**src/shc_pkg.sv**
```systemverilog
package shc_pkg;

  localparam int unsigned CHAIN_DEPTH      = 128;
  localparam int unsigned MAX_RECORD_BYTES = 256;
  localparam int unsigned HDR_BYTES        = 44;
  localparam int unsigned GEN_BYTES        = 7;

  localparam int unsigned CNT_W = $clog2(CHAIN_DEPTH + 1);
  localparam int unsigned LEN_W = $clog2(MAX_RECORD_BYTES + 1);
  localparam int unsigned TOT_W = $clog2(HDR_BYTES + MAX_RECORD_BYTES + GEN_BYTES + 1);

  typedef enum logic [1:0] {
    OP_INIT  = 2'd0,
    OP_BYTE  = 2'd1,
    OP_EMPTY = 2'd2,
    OP_NONE  = 2'd3
  } op_e;

  typedef logic [15:0][31:0] blk_t;
  typedef logic [7:0][31:0]  hash_t;

  localparam logic [31:0] SHA_K [64] = '{
    32'h428a2f98, 32'h71374491, 32'hb5c0fbcf, 32'he9b5dba5,
    32'h3956c25b, 32'h59f111f1, 32'h923f82a4, 32'hab1c5ed5,
    32'hd807aa98, 32'h12835b01, 32'h243185be, 32'h550c7dc3,
    32'h72be5d74, 32'h80deb1fe, 32'h9bdc06a7, 32'hc19bf174,
    32'he49b69c1, 32'hefbe4786, 32'h0fc19dc6, 32'h240ca1cc,
    32'h2de92c6f, 32'h4a7484aa, 32'h5cb0a9dc, 32'h76f988da,
    32'h983e5152, 32'ha831c66d, 32'hb00327c8, 32'hbf597fc7,
    32'hc6e00bf3, 32'hd5a79147, 32'h06ca6351, 32'h14292967,
    32'h27b70a85, 32'h2e1b2138, 32'h4d2c6dfc, 32'h53380d13,
    32'h650a7354, 32'h766a0abb, 32'h81c2c92e, 32'h92722c85,
    32'ha2bfe8a1, 32'ha81a664b, 32'hc24b8b70, 32'hc76c51a3,
    32'hd192e819, 32'hd6990624, 32'hf40e3585, 32'h106aa070,
    32'h19a4c116, 32'h1e376c08, 32'h2748774c, 32'h34b0bcb5,
    32'h391c0cb3, 32'h4ed8aa4a, 32'h5b9cca4f, 32'h682e6ff3,
    32'h748f82ee, 32'h78a5636f, 32'h84c87814, 32'h8cc70208,
    32'h90befffa, 32'ha4506ceb, 32'hbef9a3f7, 32'hc67178f2
  };

  localparam logic [31:0] SHA_IV [8] = '{
    32'h6a09e667, 32'hbb67ae85, 32'h3c6ef372, 32'ha54ff53a,
    32'h510e527f, 32'h9b05688c, 32'h1f83d9ab, 32'h5be0cd19
  };

  localparam logic [7:0] GEN_TEXT [GEN_BYTES] = '{
    8'h47, 8'h45, 8'h4e, 8'h45, 8'h53, 8'h49, 8'h53
  };

endpackage

```
**src/shc_core.sv**
```systemverilog
module shc_core (
  input  logic          clk_i,
  input  logic          rst_ni,
  input  logic          init_i,
  input  logic          start_i,
  input  shc_pkg::blk_t blk_i,
  output logic          done_o,
  output shc_pkg::hash_t hash_o
);
  import shc_pkg::*;

  hash_t       h_q;
  hash_t       v_q;
  blk_t        win_q;
  logic        run_q, add_q;
  logic [5:0]  rnd_q;
  logic [31:0] e1, ch, t1, a0, mj, s0, s1, wnew;

  always_comb begin
    e1   = {v_q[4][5:0], v_q[4][31:6]} ^ {v_q[4][10:0], v_q[4][31:11]}
         ^ {v_q[4][24:0], v_q[4][31:25]};
    ch   = (v_q[4] & v_q[5]) ^ (~v_q[4] & v_q[6]);
    t1   = v_q[7] + e1 + ch + SHA_K[rnd_q] + win_q[0];
    a0   = {v_q[0][1:0], v_q[0][31:2]} ^ {v_q[0][12:0], v_q[0][31:13]}
         ^ {v_q[0][21:0], v_q[0][31:22]};
    mj   = (v_q[0] & v_q[1]) ^ (v_q[0] & v_q[2]) ^ (v_q[1] & v_q[2]);
    s0   = {win_q[1][6:0], win_q[1][31:7]} ^ {win_q[1][17:0], win_q[1][31:18]}
         ^ (win_q[1] >> 3);
    s1   = {win_q[14][16:0], win_q[14][31:17]} ^ {win_q[14][18:0], win_q[14][31:19]}
         ^ (win_q[14] >> 10);
    wnew = win_q[0] + s0 + win_q[9] + s1;
  end

  always_ff @(posedge clk_i or negedge rst_ni) begin
    if (!rst_ni) begin
      run_q <= 1'b0;
      add_q <= 1'b0;
      rnd_q <= '0;
      for (int i = 0; i < 8; i++) h_q[i] <= SHA_IV[i];
    end else begin
      add_q <= 1'b0;
      if (init_i) begin
        for (int i = 0; i < 8; i++) h_q[i] <= SHA_IV[i];
      end else if (add_q) begin
        for (int i = 0; i < 8; i++) h_q[i] <= h_q[i] + v_q[i];
      end
      if (start_i) begin
        run_q <= 1'b1;
        rnd_q <= '0;
      end else if (run_q) begin
        rnd_q <= rnd_q + 6'd1;
        if (rnd_q == 6'd63) begin
          run_q <= 1'b0;
          add_q <= 1'b1;
        end
      end
    end
  end

  always_ff @(posedge clk_i) begin
    if (start_i) begin
      v_q   <= h_q;
      win_q <= blk_i;
    end else if (run_q) begin
      for (int i = 0; i < 15; i++) win_q[i] <= win_q[i+1];
      win_q[15] <= wnew;
      v_q[7] <= v_q[6];
      v_q[6] <= v_q[5];
      v_q[5] <= v_q[4];
      v_q[4] <= v_q[3] + t1;
      v_q[3] <= v_q[2];
      v_q[2] <= v_q[1];
      v_q[1] <= v_q[0];
      v_q[0] <= t1 + a0 + mj;
    end
  end

  assign done_o = add_q;
  assign hash_o = h_q;

endmodule

```
**src/sha256_hash_chain_appender.sv**
```systemverilog
// channel | direction | handshake                  | payload
// in      | input     | in_valid_i / in_ready_o    | opcode, data_byte, last_byte, time_stamp
// out     | output    | out_valid_o / out_ready_i  | hash_word .. last_word
//
// A data byte that neither opens nor closes a record passes through the dispatch and byte
// states; opening a record adds the 44 header bytes, every full 64-byte block is compressed
// in the round unit (one SHA-256 round per cycle), closing adds padding plus the final
// block and four output words. Reset leaves the chain unstarted and the block idle.
// Input is taken only when idle; a waiting output word stalls the sequencer, not input.
module sha256_hash_chain_appender (
  input  logic        clk_i,
  input  logic        rst_ni,
  input  logic        in_valid_i,
  output logic        in_ready_o,
  input  logic [1:0]  opcode_i,
  input  logic [7:0]  data_byte_i,
  input  logic        last_byte_i,
  input  logic [62:0] time_stamp_i,
  output logic        out_valid_o,
  input  logic        out_ready_i,
  output logic [63:0] hash_word_o,
  output logic [1:0]  word_number_o,
  output logic [6:0]  entry_number_o,
  output logic        is_genesis_o,
  output logic        accepted_o,
  output logic        last_word_o
);
  import shc_pkg::*;

  typedef enum logic [9:0] {
    S_IDLE = 10'b0000000001,
    S_DISP = 10'b0000000010,
    S_HDR  = 10'b0000000100,
    S_GTXT = 10'b0000001000,
    S_BYTE = 10'b0000010000,
    S_PAD  = 10'b0000100000,
    S_COMP = 10'b0001000000,
    S_FIN  = 10'b0010000000,
    S_EMIT = 10'b0100000000,
    S_REJ  = 10'b1000000000
  } st_e;

  st_e              st_q, st_d, ret_q, ret_d, nxt;
  logic             started_q, started_d, inrec_q, inrec_d;
  logic [CNT_W-1:0] cnt_q, cnt_d;
  logic [LEN_W-1:0] len_q, len_d;
  logic [3:0][63:0] prev_q, prev_d;
  logic             pgen_q, pgen_d, popen_q, popen_d, pbyte_q, pbyte_d, pclose_q, pclose_d;
  logic             gmode_q, gmode_d;
  logic [62:0]      ts_q, ts_d;
  logic [7:0]       db_q, db_d;
  logic [5:0]       fill_q, fill_d, sc_q, sc_d;
  logic [TOT_W-1:0] tot_q, tot_d;
  logic [1:0]       wc_q, wc_d;
  blk_t             blk_q;
  logic             wr_en, core_init, core_start, core_done, feeding, out_free;
  logic             start_q, pfirst, plen;
  logic [7:0]       byte_v;
  hash_t            hash;
  logic [351:0]     hdr_vec;
  logic [255:0]     dig;
  logic [63:0]      lenbits;

  logic             ov_q, ov_d, gen_o_q, gen_o_d, acc_q, acc_d, lw_q, lw_d;
  logic [63:0]      hw_q, hw_d;
  logic [1:0]       wn_q, wn_d;
  logic [6:0]       en_q, en_d;

  shc_core u_core (
    .clk_i   (clk_i),
    .rst_ni  (rst_ni),
    .init_i  (core_init),
    .start_i (start_q),
    .blk_i   (blk_q),
    .done_o  (core_done),
    .hash_o  (hash)
  );

  always_comb begin
    dig = {prev_q[0], prev_q[1], prev_q[2], prev_q[3]};
    hdr_vec[31:0]    = 32'(cnt_q);
    for (int j = 0; j < 32; j++) hdr_vec[8*(4+j) +: 8] = dig[255-8*j -: 8];
    hdr_vec[351:288] = {1'b0, ts_q};
    lenbits = 64'({tot_q, 3'b000});
  end

  assign feeding  = (st_q == S_HDR) || (st_q == S_GTXT) || (st_q == S_BYTE) || (st_q == S_PAD);
  assign out_free = !ov_q || out_ready_i;

  // pad marker at 56 or above: the length goes into the following block
  assign pfirst = (tot_q[5:0] >= 6'd56) && (({1'b0, sc_q} + {1'b0, tot_q[5:0]}) < 7'd64);
  assign plen   = (fill_q >= 6'd56) && !pfirst;

  always_comb begin
    case (st_q)
      S_HDR:   byte_v = hdr_vec[{sc_q, 3'b000} +: 8];
      S_GTXT:  byte_v = GEN_TEXT[3'(sc_q)];
      S_BYTE:  byte_v = db_q;
      S_PAD: begin
        if (sc_q == 6'd0) byte_v = 8'h80;
        else if (!plen) byte_v = 8'h00;
        else byte_v = lenbits[{~fill_q[2:0], 3'b000} +: 8];
      end
      default: byte_v = 8'h00;
    endcase
    case (st_q)
      S_HDR:   nxt = (sc_q == 6'(HDR_BYTES - 1)) ? (gmode_q ? S_GTXT : S_DISP) : S_HDR;
      S_GTXT:  nxt = (sc_q == 6'(GEN_BYTES - 1)) ? S_PAD : S_GTXT;
      S_BYTE:  nxt = S_DISP;
      S_PAD:   nxt = (sc_q != 6'd0 && plen && fill_q == 6'd63) ? S_FIN : S_PAD;
      default: nxt = S_IDLE;
    endcase
  end

  always_comb begin
    st_d = st_q; ret_d = ret_q; started_d = started_q; inrec_d = inrec_q;
    cnt_d = cnt_q; len_d = len_q; prev_d = prev_q;
    pgen_d = pgen_q; popen_d = popen_q; pbyte_d = pbyte_q; pclose_d = pclose_q;
    gmode_d = gmode_q; ts_d = ts_q; db_d = db_q;
    fill_d = fill_q; sc_d = sc_q; tot_d = tot_q; wc_d = wc_q;
    wr_en = 1'b0; core_init = 1'b0; core_start = 1'b0;
    ov_d = ov_q && !out_ready_i;
    hw_d = hw_q; wn_d = wn_q; en_d = en_q; gen_o_d = gen_o_q; acc_d = acc_q; lw_d = lw_q;

    if (feeding) begin
      wr_en  = 1'b1;
      fill_d = fill_q + 6'd1;
      if (st_q != S_PAD) tot_d = tot_q + TOT_W'(1);
      sc_d = (nxt == st_q) ? ((sc_q == 6'd63) ? sc_q : sc_q + 6'd1) : 6'd0;
      if (fill_q == 6'd63) begin
        core_start = 1'b1;
        ret_d      = nxt;
        st_d       = S_COMP;
      end else begin
        st_d = nxt;
      end
    end

    case (st_q)
      S_IDLE: begin
        if (in_valid_i) begin
          ts_d = time_stamp_i;
          db_d = data_byte_i;
          case (op_e'(opcode_i))
            OP_INIT: begin
              inrec_d = 1'b0; len_d = '0; pgen_d = 1'b1;
              st_d = S_DISP;
            end
            OP_BYTE: begin
              pgen_d = !inrec_q && !started_q; popen_d = !inrec_q;
              pbyte_d = 1'b1; pclose_d = last_byte_i;
              st_d = S_DISP;
            end
            OP_EMPTY: begin
              inrec_d = 1'b0; pgen_d = !started_q; popen_d = 1'b1; pclose_d = 1'b1;
              st_d = S_DISP;
            end
            default: st_d = S_IDLE;
          endcase
        end
      end
      S_DISP: begin
        if (pgen_q) begin
          pgen_d = 1'b0; started_d = 1'b1; cnt_d = '0; prev_d = '0; gmode_d = 1'b1;
          core_init = 1'b1; fill_d = '0; tot_d = '0; sc_d = '0;
          st_d = S_HDR;
        end else if (popen_q) begin
          popen_d = 1'b0; inrec_d = 1'b1; len_d = '0; gmode_d = 1'b0;
          if (cnt_q < CNT_W'(CHAIN_DEPTH)) begin
            core_init = 1'b1; fill_d = '0; tot_d = '0; sc_d = '0;
            st_d = S_HDR;
          end
        end else if (pbyte_q) begin
          pbyte_d = 1'b0;
          if (len_q < LEN_W'(MAX_RECORD_BYTES)) begin
            len_d = len_q + LEN_W'(1);
            if (cnt_q < CNT_W'(CHAIN_DEPTH)) st_d = S_BYTE;
          end
        end else if (pclose_q) begin
          pclose_d = 1'b0; inrec_d = 1'b0; gmode_d = 1'b0; sc_d = '0;
          st_d = (cnt_q < CNT_W'(CHAIN_DEPTH)) ? S_PAD : S_REJ;
        end else begin
          st_d = S_IDLE;
        end
      end
      S_COMP: begin
        if (core_done) st_d = ret_q;
      end
      S_FIN: begin
        for (int i = 0; i < 4; i++) prev_d[i] = {hash[2*i], hash[2*i+1]};
        wc_d = '0;
        st_d = S_EMIT;
      end
      S_EMIT: begin
        if (out_free) begin
          ov_d = 1'b1; hw_d = prev_q[wc_q]; wn_d = wc_q; en_d = cnt_q[6:0];
          gen_o_d = gmode_q; acc_d = 1'b1;
          lw_d = (wc_q == 2'd3) && !(gmode_q && pclose_q);
          wc_d = wc_q + 2'd1;
          if (wc_q == 2'd3) begin
            cnt_d = cnt_q + CNT_W'(1);
            st_d  = S_DISP;
          end
        end
      end
      S_REJ: begin
        if (out_free) begin
          ov_d = 1'b1; hw_d = '0; wn_d = '0; en_d = '0;
          gen_o_d = 1'b0; acc_d = 1'b0; lw_d = 1'b1;
          st_d = S_DISP;
        end
      end
      default: ;
    endcase
  end

  always_ff @(posedge clk_i or negedge rst_ni) begin
    if (!rst_ni) begin
      st_q <= S_IDLE; ret_q <= S_IDLE;
      started_q <= 1'b0; inrec_q <= 1'b0; cnt_q <= '0; len_q <= '0; prev_q <= '0;
      pgen_q <= 1'b0; popen_q <= 1'b0; pbyte_q <= 1'b0; pclose_q <= 1'b0;
      gmode_q <= 1'b0; fill_q <= '0; sc_q <= '0; tot_q <= '0; wc_q <= '0; ov_q <= 1'b0;
      start_q <= 1'b0;
    end else begin
      st_q <= st_d; ret_q <= ret_d;
      started_q <= started_d; inrec_q <= inrec_d; cnt_q <= cnt_d; len_q <= len_d;
      prev_q <= prev_d;
      pgen_q <= pgen_d; popen_q <= popen_d; pbyte_q <= pbyte_d; pclose_q <= pclose_d;
      gmode_q <= gmode_d; fill_q <= fill_d; sc_q <= sc_d; tot_q <= tot_d; wc_q <= wc_d;
      ov_q <= ov_d;
      start_q <= core_start;
    end
  end

  always_ff @(posedge clk_i) begin
    ts_q <= ts_d; db_q <= db_d;
    hw_q <= hw_d; wn_q <= wn_d; en_q <= en_d; gen_o_q <= gen_o_d; acc_q <= acc_d;
    lw_q <= lw_d;
    if (wr_en) blk_q[fill_q[5:2]][{~fill_q[1:0], 3'b000} +: 8] <= byte_v;
  end

  assign in_ready_o     = (st_q == S_IDLE);
  assign out_valid_o    = ov_q;
  assign hash_word_o    = hw_q;
  assign word_number_o  = wn_q;
  assign entry_number_o = en_q;
  assign is_genesis_o   = gen_o_q;
  assign accepted_o     = acc_q;
  assign last_word_o    = lw_q;

endmodule
```
**config.mk**
```make
export PLATFORM = sky130hd
export DESIGN_NAME = sha256_hash_chain_appender
export DESIGN_NICKNAME = d
export VERILOG_FILES = /design/src/shc_pkg.sv /design/src/shc_core.sv /design/src/sha256_hash_chain_appender.sv
export SDC_FILE = /design/constraint.sdc
export NUM_CORES = 2
export LEC_CHECK = 0
export ABC_CLOCK_PERIOD_IN_PS = 16000
export BUFFER_PORTS_ARGS = -buffer_cell sky130_fd_sc_hd__buf_2
export CAP_MARGIN = 20
export CORE_ASPECT_RATIO = 1.25
export CORE_MARGIN = 4
export CORE_UTILIZATION = 60
export CTS_BUF_LIST = sky130_fd_sc_hd__clkbuf_4
export DETAILED_ROUTE_END_ITERATION = 10
export PLACE_DENSITY_LB_ADDON = 0.2
export SYNTH_ARGS = -nofsm -noshare
export SYNTH_HDL_FRONTEND = slang
export SYNTH_HIERARCHICAL = 1
export SYNTH_SLANG_ARGS = --single-unit
```
**constraint.sdc**
```tcl
create_clock -name clk_i -period 16 [get_ports clk_i]
set_input_delay 0.8 -clock clk_i [delete_from_list [all_inputs] [get_ports clk_i]]
set_output_delay 0.8 -clock clk_i [all_outputs]
set_load 0.01 [all_outputs]
```
==> run_results.csv <==
group,metric,value,unit
timing,period_share,69.17,%
final_layout,nNetsFinal,10490,
worst_setup_path,timing.critical_path.buf_inv,5,
synthesis,yosysWarnings,6,
clock_tree,cts_made_buffers,530,
synthesis,synth_compound_area_share,11.29,%
final_layout,multi_input_area,48660,um^2
final_layout,areaGrowthSynthToFinish,10.18,%
pwr,p_leak,44.27,nW
synthesis,synth-simple-area-share,9.218,%
synthesis,yosys-top-cells-area,"edfxtp_1, dfrtp_1, mux2_2, ha_1, fa_1",
grt,groute.usage.overall,40.67,%
pwr,power_density,85.39,nW/um^2
route,antenna_left,0,
clock_tree,postCtsSetupRepairBufs,0,
timing,setup_tns,0,ns
worst_setup_path,cpPeakStageDelay,0.84,ns
grt,grt_pass1_vias,80010,
worst_hold_path,hold_class,"in -> reg",
route,dr.first_iter.drc_count,8507,
grt,grt-ovfl-total,0,
grt,antenna_found_initial,35,
worst_setup_path,cpLargestDelayFamily,"adder cells",
route,vias_per_cell,6.414,
synthesis,synthMuxAreaShare,10.84,%
status,status,"finished, final reports clean",
synthesis,synth_xor_area_share,4.529,%
grt,grt_max_degree,263,
timing,fin_crit,11.07,ns
route,dr.pass1.iters,6,
worst_setup_path,arrival,12.19,ns
worst_setup_path,crit_fanout,17,
route,routed-via-count,80820,
clock_tree,insertion_delay,1.47,ns
timing,relSlewSlack,15.81,%
final_layout,seq_area,57690,um^2
clock_tree,clock-root-buffer,"clkbuf_4",
placed_design,hpwl,281600,um
final_layout,fillers,13710,
die,io_pins,156,
worst_setup_path,required,17.12,ns
timing,rsz0062_at_grt,"no",
die,num_rows,175,
die,die_w,390.9,um
timing,setup_viol,0,
die,die_area,190200,um^2
synthesis,synth_area_per_cell,11.76,um^2
grt,grt_pass1_wl,554900,um
clock_tree,cts_max_level,6,
synthesis,yosysTopAreaCell,"edfxtp_1",
job,drv_cap,0,
synthesis,synth_top_family_by_area,"compound AO/OA/AOI/OAI gates",
synthesis,synth_nets,10040,
synthesis,synthAdderAreaFrac,8.313,%
synthesis,syn_area,109900,um^2
worst_setup_path,critPathSlowestCell,"ha_1",
synthesis,synthArstFlopShare,29.08,%
worst_setup_path,end_kind,"flop",
pwr,vdd_drop_max,0.0001597,V
die,die_h,486.6,um
placed_design,numPortBuffers,155,
placed_design,place_congestion,1.036,
timing,hold_viol_final,0,
synthesis,synth-edff-count,1427,
worst_setup_path,cp-start-kind,"flop",
synthesis,synthFlopType,"edfxtp_1",
worst_setup_path,path_class,"reg -> reg",
timing,drv_slew,0,
pwr,total_power,10.34,mW
clock_tree,cts_tree,"done",
synthesis,yosysMostFrequentCell,"edfxtp_1",
clock_tree,clock-sinks,2012,
synthesis,synth_seq_cells,2012,
synthesis,synthCells,9346,
synthesis,yosysSeqAreaShare,52.45,%
timing,fmax,0.09036,GHz
die,core-area,182000,um^2
synthesis,ys_top_cells_by_count,"edfxtp_1, nand2_1, o21ai_0",
die,start_util,60.42,%
clock_tree,cts.clk_slew.worst_paths,0.09,ns
route,wl,388000,um
synthesis,synth_cell_types,113,
timing,finClkSkew,0.1570,ns
final_layout,layout-drive-gt1-share,20.97,%
route,drt-wirelength-per-cell,30.80,um
synthesis,yosys.area.top_type_share,38.98,%
clock_tree,clk_path_buf_depth,4,
timing,tightest_slew,1.263,ns
route,drc,0,
worst_setup_path,path_common_cell,"fa_1",
## flip-flops by register name, indices dropped and copies added (netlist names), 2 cells and up
register / cells
u_core/v_q: 256
fill_q: 6
len_q: 9
sc_q: 6
entry_number_o: 7
cnt_q: 8
blk_q: 512
db_q: 8
u_core/hash_o: 256
dig: 256
tot_q: 9
u_core/rnd_q: 6
wc_q: 2
word_number_o: 2
ret_q: 6
u_core/win_q: 512
hash_word_o: 64
ts_q: 63
st_q: 10
## layout by cell type, fill, tap and decap left out, drive strengths merged, types with 110 or more instances in the layout
master and instances:
mux2 664, a21oi 463, a21o 178, ha 416
edfxtp 1427, nand2 990, inv 477, dfstp 138
mux4 110, dfrtp 447, o21ai 744, xnor2 340
buf 288, fa 195, mux2i 196, nor2 539
xor2 225, clkbuf 793, nor2b 146
## layout make-up
cell class / instances / area share, %
timing repair buffer: 396 / 2.469
tap: 2389 / 2.468
sequential: 2012 / 47.63
antenna: 26 / 0.05372
clock inverter: 125 / 0.8181
multi-input combinational: 6386 / 40.18
inverter: 474 / 1.478
clock buffer: 792 / 4.909
## power breakdown
| group | leakage [nW] | switching (mW) | internal, mW |
|---|---|---|---|
| sequential | 17.8 | 0.000322 | 5.53 |
| clock | 4.13 | 2.19 | 2.55 |
| combinational | 22.3 | 0.0440 | 0.0272 |
| total | 44.3 | 2.23 | 8.11 |
## path summary, 6_finish.rpt
kind | start | cells past startpoint | slack (ns) | to
worst min register to register | started_q | 1 | 0.48 | started_q
worst min-delay path | time_stamp_i[33] | 2 | 0.09 | ts_q[33]
worst max register to register | u_core/rnd_q[0] | 36 | 4.93 | u_core/v_q[31]
max in group asynchronous | rst_ni | 6 | 12.55 | start_q
worst max-delay path | u_core/rnd_q[0] | 36 | 4.93 | u_core/v_q[31]
min in group asynchronous | rst_ni | 3 | 0.57 | u_core/hash_o[166]
## metrics by stage
stage	hold slack [ns]	setup WS, ns	utilization [%]	cell area [um^2]	cells
global route	0.02484	4.075	66.55	121100	12580
finish	0.09393	4.933	66.57	121100	12600
detailed placement	0.4708	5.031	62.09	113000	11540
CTS	0.00006373	4.982	66.50	121000	12570
floorplan	0.4338	2.853	-	109900	9346
global placement	0.4581	4.871	62.07	112900	11540
## layer usage
metal | up-vias | share of wire, % | routed length (um) | GRT usage [%]
met5 | - | 0.044 | 171 | 0
met4 | 24 | 11 | 44250 | 37.72
met3 | 1271 | 8.1 | 31310 | 8.680
met2 | 4358 | 46 | 180400 | 64.06
met1 | 40030 | 34 | 131900 | 46.33
li1 | 35140 | - | - | -
## kinds of logic (layout without fill, tap and decap cells)
kind of cell             count (synthesis)  after routing
AND/OR/NAND/NOR                       2231           2231
XOR/XNOR                               566            566
buffers and inverters                  948           1787
AO/OA/AOI/OAI                         2005           2005
adder cells (fa/ha/maj)                614            614
other                                    0             26
multiplexers                           970            970
flip-flops                            2012           2012
## repair_timing
item,4_1_cts,5_1_grt
resized for setup,0,0
endpoints found under the hold margin,166,0
hold buffers,108,0
No activity file was read; power rests on OpenSTA's default activity.
